==> config.mk <==
export PLATFORM = sky130hd
export DESIGN_NAME = numeric_literal_lexer_core
export DESIGN_NICKNAME = d
export VERILOG_FILES = /design/src/sv/nll_pkg.sv /design/src/sv/nll_step.sv /design/src/sv/numeric_literal_lexer_core.sv
export SDC_FILE = /design/constraint.sdc
export NUM_CORES = 1
export LEC_CHECK = 0
export ABC_AREA = 1
export BUFFER_PORTS_ARGS = -buffer_cell sky130_fd_sc_hd__buf_2
export CAP_MARGIN = 20
export CELL_PAD_IN_SITES_DETAIL_PLACEMENT = 0
export CELL_PAD_IN_SITES_GLOBAL_PLACEMENT = 1
export CORE_UTILIZATION = 44
export DETAILED_ROUTE_END_ITERATION = 6
export PLACE_DENSITY_LB_ADDON = 0.15
export SYNTH_ARGS = -nofsm -noshare
export SYNTH_HDL_FRONTEND = slang
export SYNTH_HIERARCHICAL = 1
export SYNTH_SLANG_ARGS = --single-unit
==> constraint.sdc <==
create_clock -name clk -period 5.94 [get_ports clk]
set_input_delay 1.188 -clock clk [delete_from_list [all_inputs] [get_ports clk]]
set_output_delay 1.188 -clock clk [all_outputs]
set_load 0.005 [all_outputs]
==> src/sv/nll_pkg.sv <==
// Shared types, codes and character helpers for the numeric literal lexer.
package nll_pkg;

  typedef enum logic [2:0] {
    KIND_INT    = 3'd0,
    KIND_BYTE   = 3'd1,
    KIND_SHORT  = 3'd2,
    KIND_LONG   = 3'd3,
    KIND_FLOAT  = 3'd4,
    KIND_DOUBLE = 3'd5
  } kind_t;

  typedef enum logic [2:0] {
    ERR_OK         = 3'd0,
    ERR_BAD_PREFIX = 3'd1,
    ERR_BAD_LIT    = 3'd2,
    ERR_BAD_SUFFIX = 3'd3,
    ERR_NO_DIGITS  = 3'd4,
    ERR_RANGE      = 3'd5
  } err_t;

  typedef enum logic [1:0] {
    RADIX_DEC = 2'd0,
    RADIX_HEX = 2'd1,
    RADIX_BIN = 2'd2
  } radix_t;

  localparam logic [7:0] CH_ZERO  = 8'h30;
  localparam logic [7:0] CH_NINE  = 8'h39;
  localparam logic [7:0] CH_UP_A  = 8'h41;
  localparam logic [7:0] CH_UP_F  = 8'h46;
  localparam logic [7:0] CH_UP_Z  = 8'h5A;
  localparam logic [7:0] CH_LO_A  = 8'h61;
  localparam logic [7:0] CH_LO_F  = 8'h66;
  localparam logic [7:0] CH_X     = 8'h78;
  localparam logic [7:0] CH_B     = 8'h62;
  localparam logic [7:0] CH_Y     = 8'h79;
  localparam logic [7:0] CH_S     = 8'h73;
  localparam logic [7:0] CH_L     = 8'h6C;
  localparam logic [7:0] CH_F     = 8'h66;
  localparam logic [7:0] CH_UNDER = 8'h5F;
  localparam logic [7:0] CH_DOT   = 8'h2E;
  localparam logic [7:0] CASE_OFS = 8'h20;

  localparam logic [63:0] MASK_BYTE  = 64'h0000_0000_0000_00FF;
  localparam logic [63:0] MASK_SHORT = 64'h0000_0000_0000_FFFF;
  localparam logic [63:0] MASK_INT   = 64'h0000_0000_FFFF_FFFF;

  typedef struct packed {
    logic [1:0]  pos;
    logic        first_zero;
    radix_t      radix;
    logic        dot_seen;
    logic        digit_seen;
    logic [63:0] acc;
    logic        ovf_seen;
    err_t        err;
  } nll_state_t;

  typedef struct packed {
    err_t        err;
    logic [63:0] value;
    kind_t       kind;
  } nll_result_t;

  localparam nll_state_t STATE_RST = '0;

  function automatic logic [7:0] to_lower(input logic [7:0] c);
    return (c inside {[CH_UP_A:CH_UP_Z]}) ? c + CASE_OFS : c;
  endfunction

  // Returns {is_digit, digit} for the given radix.
  function automatic logic [4:0] digit_of(input logic [7:0] c, input radix_t r);
    logic [3:0] d;
    logic       ok;
    d  = '0;
    ok = 1'b0;
    if (c inside {[CH_ZERO:CH_NINE]}) begin
      d  = 4'(c - CH_ZERO);
      ok = 1'b1;
    end else if (c inside {[CH_LO_A:CH_LO_F]}) begin
      d  = 4'(c - CH_LO_A + 8'd10);
      ok = 1'b1;
    end else if (c inside {[CH_UP_A:CH_UP_F]}) begin
      d  = 4'(c - CH_UP_A + 8'd10);
      ok = 1'b1;
    end
    case (r)
      RADIX_HEX: ;
      RADIX_BIN: ok = ok && (d <= 4'd1);
      default:   ok = ok && (d <= 4'd9);
    endcase
    return {ok, d};
  endfunction

endpackage

==> src/sv/nll_step.sv <==
// Per-character state update and result formation of the literal lexer.
module nll_step
  import nll_pkg::*;
(
  input  nll_state_t  st,
  input  logic [7:0]  char_code,
  input  logic        last_char,
  output nll_state_t  st_nxt,
  output nll_result_t res
);

  logic [7:0]  lc;
  logic [4:0]  dig;
  logic        has_sfx;
  logic [67:0] prod;
  logic [67:0] sum;
  err_t        e;
  kind_t       k;
  nll_state_t  s;

  always_comb begin
    s       = st;
    lc      = to_lower(char_code);
    dig     = digit_of(char_code, st.radix);
    has_sfx = 1'b0;
    case (st.radix)
      RADIX_HEX: prod = {st.acc, 4'b0};
      RADIX_BIN: prod = {3'b0, st.acc, 1'b0};
      default:   prod = {1'b0, st.acc, 3'b0} + {3'b0, st.acc, 1'b0};
    endcase
    sum = prod + {64'b0, dig[3:0]};

    if (st.err == ERR_OK) begin
      if (st.pos == 2'd0 && char_code == CH_ZERO && !last_char) begin
        s.first_zero = 1'b1;
      end else if (st.pos == 2'd1 && st.first_zero && !last_char) begin
        if (lc == CH_X) s.radix = RADIX_HEX;
        else if (lc == CH_B) s.radix = RADIX_BIN;
        else s.err = ERR_BAD_PREFIX;
      end else begin
        // held-back leading zero counts as a digit; accumulator stays zero
        if (st.pos == 2'd1 && st.first_zero) s.digit_seen = 1'b1;
        if (char_code == CH_UNDER) begin
        end else if (char_code == CH_DOT) begin
          if (st.dot_seen || st.radix != RADIX_DEC) s.err = ERR_BAD_LIT;
          else s.dot_seen = 1'b1;
        end else if (dig[4]) begin
          s.acc        = sum[63:0];
          s.digit_seen = 1'b1;
          if (sum[67:64] != 4'd0) s.ovf_seen = 1'b1;
        end else if (!last_char) begin
          s.err = ERR_BAD_LIT;
        end else begin
          has_sfx = 1'b1;
        end
      end
    end
    if (st.pos != 2'd2) s.pos = st.pos + 2'd1;

    e = s.err;
    k = KIND_INT;
    if (e == ERR_OK) begin
      if (s.dot_seen) begin
        if (!has_sfx) k = KIND_DOUBLE;
        else if (lc == CH_F) k = KIND_FLOAT;
        else e = ERR_BAD_SUFFIX;
      end else begin
        if (!has_sfx) k = KIND_INT;
        else if (lc == CH_Y) k = KIND_BYTE;
        else if (lc == CH_S) k = KIND_SHORT;
        else if (lc == CH_L) k = KIND_LONG;
        else e = ERR_BAD_SUFFIX;
      end
    end
    if (e == ERR_OK && !s.digit_seen) e = ERR_NO_DIGITS;
    if (e == ERR_OK && s.ovf_seen && !s.dot_seen) e = ERR_RANGE;

    res.err = e;
    if (e != ERR_OK) begin
      res.kind  = KIND_INT;
      res.value = '0;
    end else begin
      res.kind = k;
      case (k)
        KIND_INT:   res.value = s.acc & MASK_INT;
        KIND_BYTE:  res.value = s.acc & MASK_BYTE;
        KIND_SHORT: res.value = s.acc & MASK_SHORT;
        KIND_LONG:  res.value = s.acc;
        default:    res.value = '0;
      endcase
    end

    // token done: return to reset state
    st_nxt = last_char ? STATE_RST : s;
  end

endmodule

==> src/sv/numeric_literal_lexer_core.sv <==
// Top level of the numeric literal lexer: input register, token state, result register.
//
//  channel | dir | handshake                  | payload
//  in_     | in  | in_tvalid / in_tready      | in_tdata[7:0] char_code, in_tlast last_char
//  out_    | out | out_tvalid / out_tready    | out_tdata kind, value, error code
//
// One character per cycle while no last character is stalled; a word waits in the input
// register and is folded into the token state as it leaves it, and a last character's
// result is written into the result register at that time. The token state (one
// shift-add of the accumulator) sets the rate. Reset is synchronous, active low, and
// clears all control state. A last character waits in the input register while the
// result register is full and stalled; other characters keep flowing.
module numeric_literal_lexer_core
  import nll_pkg::*;
(
  input  logic        clk,
  input  logic        rst_n,
  input  logic        in_tvalid,
  output logic        in_tready,
  input  logic [7:0]  in_tdata,   // [7:0] char_code
  input  logic        in_tlast,   // last_char
  output logic        out_tvalid,
  input  logic        out_tready,
  output logic [71:0] out_tdata   // [2:0] literal_kind, [66:3] literal_value,
                                  // [69:67] error_code, [71:70] zero
);

  logic        s1_valid_r;
  logic [7:0]  s1_char_r;
  logic        s1_last_r;
  nll_state_t  st_r;
  nll_state_t  st_nxt;
  nll_result_t res;
  nll_result_t out_r;
  logic        out_valid_r;
  logic        s1_fire;

  nll_step u_step (
    .st        (st_r),
    .char_code (s1_char_r),
    .last_char (s1_last_r),
    .st_nxt    (st_nxt),
    .res       (res)
  );

  // a last word may only advance when the result register can take it
  assign s1_fire   = s1_valid_r && (!s1_last_r || !out_valid_r || out_tready);
  assign in_tready = !s1_valid_r || s1_fire;

  always_ff @(posedge clk) begin
    if (!rst_n) begin
      s1_valid_r  <= 1'b0;
      out_valid_r <= 1'b0;
      st_r        <= STATE_RST;
    end else begin
      if (in_tready) s1_valid_r <= in_tvalid;
      if (s1_fire) st_r <= st_nxt;
      if (s1_fire && s1_last_r) out_valid_r <= 1'b1;
      else if (out_tready) out_valid_r <= 1'b0;
    end
  end

  always_ff @(posedge clk) begin
    if (in_tready && in_tvalid) begin
      s1_char_r <= in_tdata;
      s1_last_r <= in_tlast;
    end
    if (s1_fire && s1_last_r) out_r <= res;
  end

  assign out_tvalid = out_valid_r;
  assign out_tdata  = {2'b00, out_r.err, out_r.value, out_r.kind};

`ifndef SYNTH
  a_err_zero: assert property (@(posedge clk) disable iff (!rst_n)
    (out_valid_r && out_r.err != ERR_OK) |-> (out_r.kind == KIND_INT && out_r.value == '0))
    else $error("error result carries nonzero kind or value");

  a_float_zero: assert property (@(posedge clk) disable iff (!rst_n)
    (out_valid_r && (out_r.kind == KIND_FLOAT || out_r.kind == KIND_DOUBLE))
      |-> (out_r.value == '0))
    else $error("float literal with nonzero value");

  a_byte_mask: assert property (@(posedge clk) disable iff (!rst_n)
    (out_valid_r && out_r.kind == KIND_BYTE) |-> (out_r.value[63:8] == '0))
    else $error("byte literal not masked");

  a_state_clear: assert property (@(posedge clk) disable iff (!rst_n)
    (s1_fire && s1_last_r) |=> (st_r.pos == 2'd0 && st_r.err == ERR_OK && st_r.acc == '0))
    else $error("token state not cleared after result");

  a_no_overwrite: assert property (@(posedge clk) disable iff (!rst_n)
    (out_valid_r && !out_tready) |=> (out_valid_r && $stable(out_r)))
    else $error("pending result overwritten");
`endif

endmodule
# Word-level counts from Yosys, hierarchy flattened

Index checks and enable logic that the tools add are counted.

Register bits: 156
Latch bits: 0
RAM bits: 0
Bits in read-only memories: 0
Output and inout port bits: 74
Word-level logic and storage cells: 153
Memories kept: 0

Add/subtract/negate cells: 9
$mul: 0
Divide/modulo/power cells: 0
Magnitude comparators: 9
Equality and inequality tests: 17
Shifts and indexed selects: 0
Mux-type cells: 60
Bitwise logic cells: 0
Reduce and logical (&&, ||, !) cells: 43

Operators with widths:

| cell                                                               | count |
|---|---|
| one-hot mux 64 bit (4 select lines)                                | 1 |
| one-hot mux 68 bit (2 select lines)                                | 1 |
| 2-to-1 mux 66 bit                                                  | 2 |
| 2-to-1 mux 75 bit                                                  | 1 |
| 2-to-1 mux 73 bit                                                  | 1 |
| 2-to-1 mux 3 bit                                                   | 24 |
| 2-to-1 mux 72 bit                                                  | 1 |
| 2-to-1 mux 70 bit                                                  | 1 |
| adder 67 x 65 -> 68 bit                                            | 1 |
| adder 68 x 4 -> 68 bit                                             | 1 |
| 2-to-1 mux 67 bit                                                  | 1 |
| equality test 8 x 7 -> 1 bit (second input constant)               | 7 |
| <= comparator 8 x 7 -> 1 bit (second input constant)               | 3 |
| 2-to-1 mux 1 bit                                                   | 17 |
| equality test 8 x 6 -> 1 bit (second input constant)               | 2 |
| greater-or-equal comparator 8 x 7 -> 1 bit (second input constant) | 2 |
| logical AND 1 bit                                                  | 16 |
| logical NOT 3 bit                                                  | 5 |
| 2-to-1 mux 4 bit                                                   | 3 |
| nonzero test 2 bit                                                 | 6 |
| subtractor 4 x 1 -> 4 bit (second input constant)                  | 3 |
| 2-to-1 mux 2 bit                                                   | 5 |
| adder 4 bit (second input constant)                                | 2 |
| adder 8 x 6 -> 8 bit (second input constant)                       | 1 |
| other kinds (20)                                                   | 31 |

# Longest topological paths before layout

Depth in word-level cells: 28
Mapped depth: 36

# Cells and area by module

The synthesis kept the hierarchy.

By module, submodules not included:

| module                     | times used | cells an instance | area each (sq um) |
|---|---|---|---|
| nll_step                   | 1          | 2545              | 12320.6 |
| numeric_literal_lexer_core | 1          | 589               | 5800.6 |

# Worst setup path before layout

No wires, ideal clock.

Kind: register to register
From: reg st_r[70] (netlist name)
To: reg st_r[65] (netlist name)
Setup time: 0.115 ns
Arrival time: 4.653 ns
Required time: 5.825 ns
Setup slack: 1.172 ns
Cell stages (with the launch flop): 34
Path through: dfxtp_1 -> inv_1 -> ha_1 -> buf_6 -> clkbuf_1 -> buf_2 -> buf_2 -> a21oi_1 -> ha_1 -> inv_1 -> fa_1 -> o21ai_0 -> o211ai_1 -> nor2_4 -> nand3_4 -> nor2_4 -> nand3_2 -> nor2_2 -> nand3_2 -> nor2_4 -> nand3_1 -> nor3_1 -> nand3_1 -> nor2_1 -> nand2_1 -> nor2_1 -> xor2_1 -> nand2_1 -> o21ai_1 -> nor2_1 -> inv_1 -> nand3_1 -> nand2_1 -> nor2_1

RTL lines:

| element                | RTL line                         | source |
|---|---|---|
| from (decl)            | numeric_literal_lexer_core.sv:31 | `nll_state_t st_r;` |
| from (signal assigned) | numeric_literal_lexer_core.sv:57 | `if (s1_fire) st_r <= st_nxt;` |

# Worst setup path after layout

From: reg s1_char_r[1]
To: reg out_r, in the netlist out_tdata[41] (data pin)

Longest elaborated chain between the ends: 28

Ends and longest elaborated chain:

| element                                                                    | RTL line                                    | source |
|---|---|---|
| from (decl)                                                                | numeric_literal_lexer_core.sv:29            | `logic [7:0] s1_char_r;` |
| from (signal assigned)                                                     | numeric_literal_lexer_core.sv:65            | `s1_char_r <= in_tdata;` |
| subtractor 4 x 1 -> 4 bit (tied with other cells)                          | nll_pkg.sv:82, nll_pkg.sv:85                |  |
| adder 4 bit / logical AND 1 bit (equally long branches)                    | nll_pkg.sv:82, nll_pkg.sv:85, nll_pkg.sv:84 |  |
| 2-to-1 mux 4 bit                                                           | nll_pkg.sv:84                               | `end else if (c inside {[CH_UP_A:CH_UP_F]}) begin` |
| 2-to-1 mux 4 bit                                                           | nll_pkg.sv:81                               | `end else if (c inside {[CH_LO_A:CH_LO_F]}) begin` |
| 2-to-1 mux 4 bit                                                           | nll_pkg.sv:78                               | `if (c inside {[CH_ZERO:CH_NINE]}) begin` |
| <= comparator 4 bit / <= comparator 4 x 1 -> 1 bit (equally long branches) | nll_pkg.sv:91, nll_pkg.sv:90                |  |
| logical AND 1 bit (on tied branches)                                       | nll_pkg.sv:91, nll_pkg.sv:90                |  |
| one-hot mux 1 bit (2 select lines)                                         | nll_pkg.sv:88                               | `case (r)` |
| (+11 left out)                                                             | --                                          |  |
| 2-to-1 mux 3 bit                                                           | nll_step.sv:62                              | `if (e == ERR_OK) begin` |
| logical NOT 3 bit                                                          | nll_step.sv:75                              | `if (e == ERR_OK && !s.digit_seen) e = ERR_NO_DIGITS;` |
| logical AND 1 bit                                                          | nll_step.sv:75                              |  |
| 2-to-1 mux 3 bit                                                           | nll_step.sv:75                              |  |
| logical NOT 3 bit                                                          | nll_step.sv:76                              | `if (e == ERR_OK && s.ovf_seen && !s.dot_seen) e = ERR_RANGE;` |
| logical AND 1 bit (2 in series)                                            | nll_step.sv:76                              |  |
| 2-to-1 mux 3 bit                                                           | nll_step.sv:76                              |  |
| nonzero test 3 bit                                                         | nll_step.sv:79                              | `if (e != ERR_OK) begin` |
| to (signal assigned)                                                       | numeric_literal_lexer_core.sv:68            | `if (s1_fire && s1_last_r) out_r <= res;` |
| to (decl)                                                                  | numeric_literal_lexer_core.sv:34            | `nll_result_t out_r;` |

Parallel ways exist; a longest one is shown, timed or not. The select of a mux whose other input is x is not followed.
A chain may end at the register's enable or synchronous reset.

==> impl_metrics.json <==
{
  "fill_cells": 4335,
  "rsz0062_at_grt": "no",
  "grt_pass1_wl_mm": 101,
  "critPathRequiredTime_ns": 6.13,
  "dp_cells": 3663,
  "clkPwrFrac_pct": 31.5,
  "min_period_ns": 5.53,
  "intPower_mw": 2.22,
  "grtUsageMet2_pct": 48.1,
  "num_vias": 19800,
  "path_clk_slew_ns": 0.07,
  "synth_area_sq_um": 18100,
  "ys_types": 52,
  "critical_path.startpoint_type": "flip-flop",
  "power_mw": 3.74,
  "busiest_layer": "met2",
  "powerDensity_nw_per_um2": 191,
  "p_sw_mw": 1.52,
  "drv_slew": 0,
  "register_area_sq_um": 3920,
  "grt_remaining_overflow": 0,
  "dp_hpwl_mm": 52.7,
  "crit_path_end_kind": "flip-flop",
  "layout-drive-gt1-share_pct": 9.72,
  "setup_viol": 0,
  "fin_setup_tns_ns": 0,
  "num_antenna_cells": 0,
  "h-tree-depth": 4,
  "area_growth_pct": 7.89,
  "die_w_um": 205,
  "numPortBuffers": 84,
  "antenna_found_initial": 0,
  "slowest_delay_ns": 0.45,
  "die_area_sq_um": 42000,
  "synth-edff-count": 79,
  "cts_hold_buf": 0,
  "root_buffer": "clkbuf_16",
  "peakVddDrop_uv": 221,
  "status": "complete, no violations",
  "finClkSkew_ns": 0.00808,
  "grt_pass1_vias": 17700,
  "combPwrFrac_pct": 34.3,
  "postSynthAreaPerCell_sq_um": 5.78,
  "slowest_stage": "edfxtp_1",
  "multi_input_area_sq_um": 11400,
  "swShare_pct": 40.6,
  "gp_congestion": 0.989,
  "tightest_slew_ns": 1.11,
  "fin_nets": 3258,
  "synth_warnings": 6,
  "arrival_ns": 5.71,
  "wl_mm": 66.7,
  "critical_path_class": "flip-flop to flip-flop",
  "drc": 0,
  "cts_tree": "built",
  "hold_path_class": "flip-flop to flip-flop",
  "drtAntennaViolNets": 0,
  "fmax_mhz": 181,
  "die_h_um": 205,
  "stdcell_count": 3703,
  "crit_fanout": 8,
  "track_usage_pct": 31.7,
  "cts_buffers": 17,
  "ys_ff_latch": 156,
  "synthesis.instances": 3134,
  "grt_max_degree": 107,
  "std_cell_rows": 73,
  "final_cell_mix": "nand2_1, inv_1, nor2_1",
  "ys.flop_type": "edfxtp_1",
  "vias_per_cell": 5.34,
  "ys_seq_area_share_pct": 21.6,
  "p_leak_nw": 9.60,
  "post-route-util_pct": 48.6,
  "mostFrequentLayoutCell": "nand2_1",
  "grt_use_met3_pct": 3.02,
  "first_pass_iters": 6,
  "cap_violations": 0,
  "core_sq_um": 40200,
  "cts_sinks": 156,
  "clk_latency_ns": 0.45,
  "initial_core_util_pct": 45.1,
  "drtIter0Drc": 2060,
  "post-route-period-util_pct": 93.0,
  "ctsLongestPathBuffers": 2,
  "synthArstFlopShare_pct": 0,
  "num_io_pins": 87,
  "hold_viol_final": 0,
  "seq_power_share_pct": 34.2,
  "max-slew-margin-rel_pct": 26.3,
  "met1_usage_pct": 46.9,
  "detail_route.wl_per_cell_um": 18.0
}
==> timing repair <==
action	in CTS	in global routing
buffers inserted	0	7
hold endpoints to repair	0	0
setup endpoints to repair	0	41
gates resized for setup	0	8
==> path summary, 6_finish.rpt <==
kind	from	end	slack (ns)	cells past startpoint
max reg2reg	s1_char_r[1]	out_tdata[41]	0.41	34
max	s1_char_r[1]	out_tdata[41]	0.41	34
min	st_r[3]	st_r[3]	0.49	2
min reg2reg	st_r[3]	st_r[3]	0.49	2
==> power groups by stage <==
stage | Clock (mW) | Sequential [mW] | Combinational (mW)
after floorplan | 0 | 1.25 | 0.916
after global placement | 0 | 1.29 | 1.24
after detailed placement | 0 | 1.30 | 1.24
after CTS | 1.20 | 1.27 | 1.25
after global routing | 1.23 | 1.28 | 1.42
final | 1.18 | 1.28 | 1.28
==> kinds of logic (layout without fill, tap and decap cells) <==
family,after synthesis,after routing,share of synthesized area (%)
simple gates,1802,1803,44.1
buf+inv,709,751,15.5
compound gates,337,337,10.8
flops,156,156,21.6
fa+ha+maj,80,80,5.61
xor+xnor,49,49,2.37
other cells,1,2,0.0207
==> metal layers <==
| layer | vias up | routed length (um) |
|---|---|---|
| li1 | 9876 | - |
| met1 | 9108 | 31800 |
| met2 | 721 | 28400 |
| met3 | 76 | 4860 |
| met4 | 0 | 1660 |
| met5 | - | 0 |
==> cell usage after synthesis, types with 36 or more instances <==
cell	count	area, sq um
ha_1	78	976
dfxtp_1	77	1540
nor2_1	403	1510
o21ai_0	96	480
nand3_1	250	1250
xor2_1	36	315
inv_1	580	2180
a21oi_1	147	736
nand2_1	927	3480
clkbuf_1	47	176
nand4_1	54	338
nor2_4	42	473
edfxtp_1	79	2370
==> registers in the layout, summed over array words and instances (netlist names) <==
register    count
out_tdata      70
out_tvalid      1
s1_char_r       8
s1_last_r       1
s1_valid_r      1
st_r           75
==> metrics by stage <==
step / hold slack (ns) / area, sq um / setup WS (ns)
2_1_floorplan: 0.452 / 18100 / 1.17
4_1_cts: 0.500 / 19500 / 0.157
6_report: 0.494 / 19600 / 0.414
3_3_place_gp: 0.462 / 18900 / 0.276
5_1_grt: 0.536 / 19600 / 0.0201
3_5_place_dp: 0.481 / 18900 / 0.175
==> layout make-up <==
class | instances | share of cell area (%)
sequential | 156 | 20.0
inverter | 611 | 11.7
multi-input combinational | 2271 | 58.5
clock inverter | 14 | 0.941
tap | 525 | 3.36
timing repair buffer | 108 | 3.20
clock buffer | 18 | 2.20
==> critical path: cells and delay by family, from the launching register on <==
kind | cells | cell delay [ns]
adders and majority gates | 3 | 0.77
buffers and inverters | 6 | 0.68
DFF | 1 | 0.45
and+or+nand+nor | 20 | 2.59
AOI/OAI and AO/OA | 5 | 0.77
Note: power is estimated with default switching activity, not from simulation.
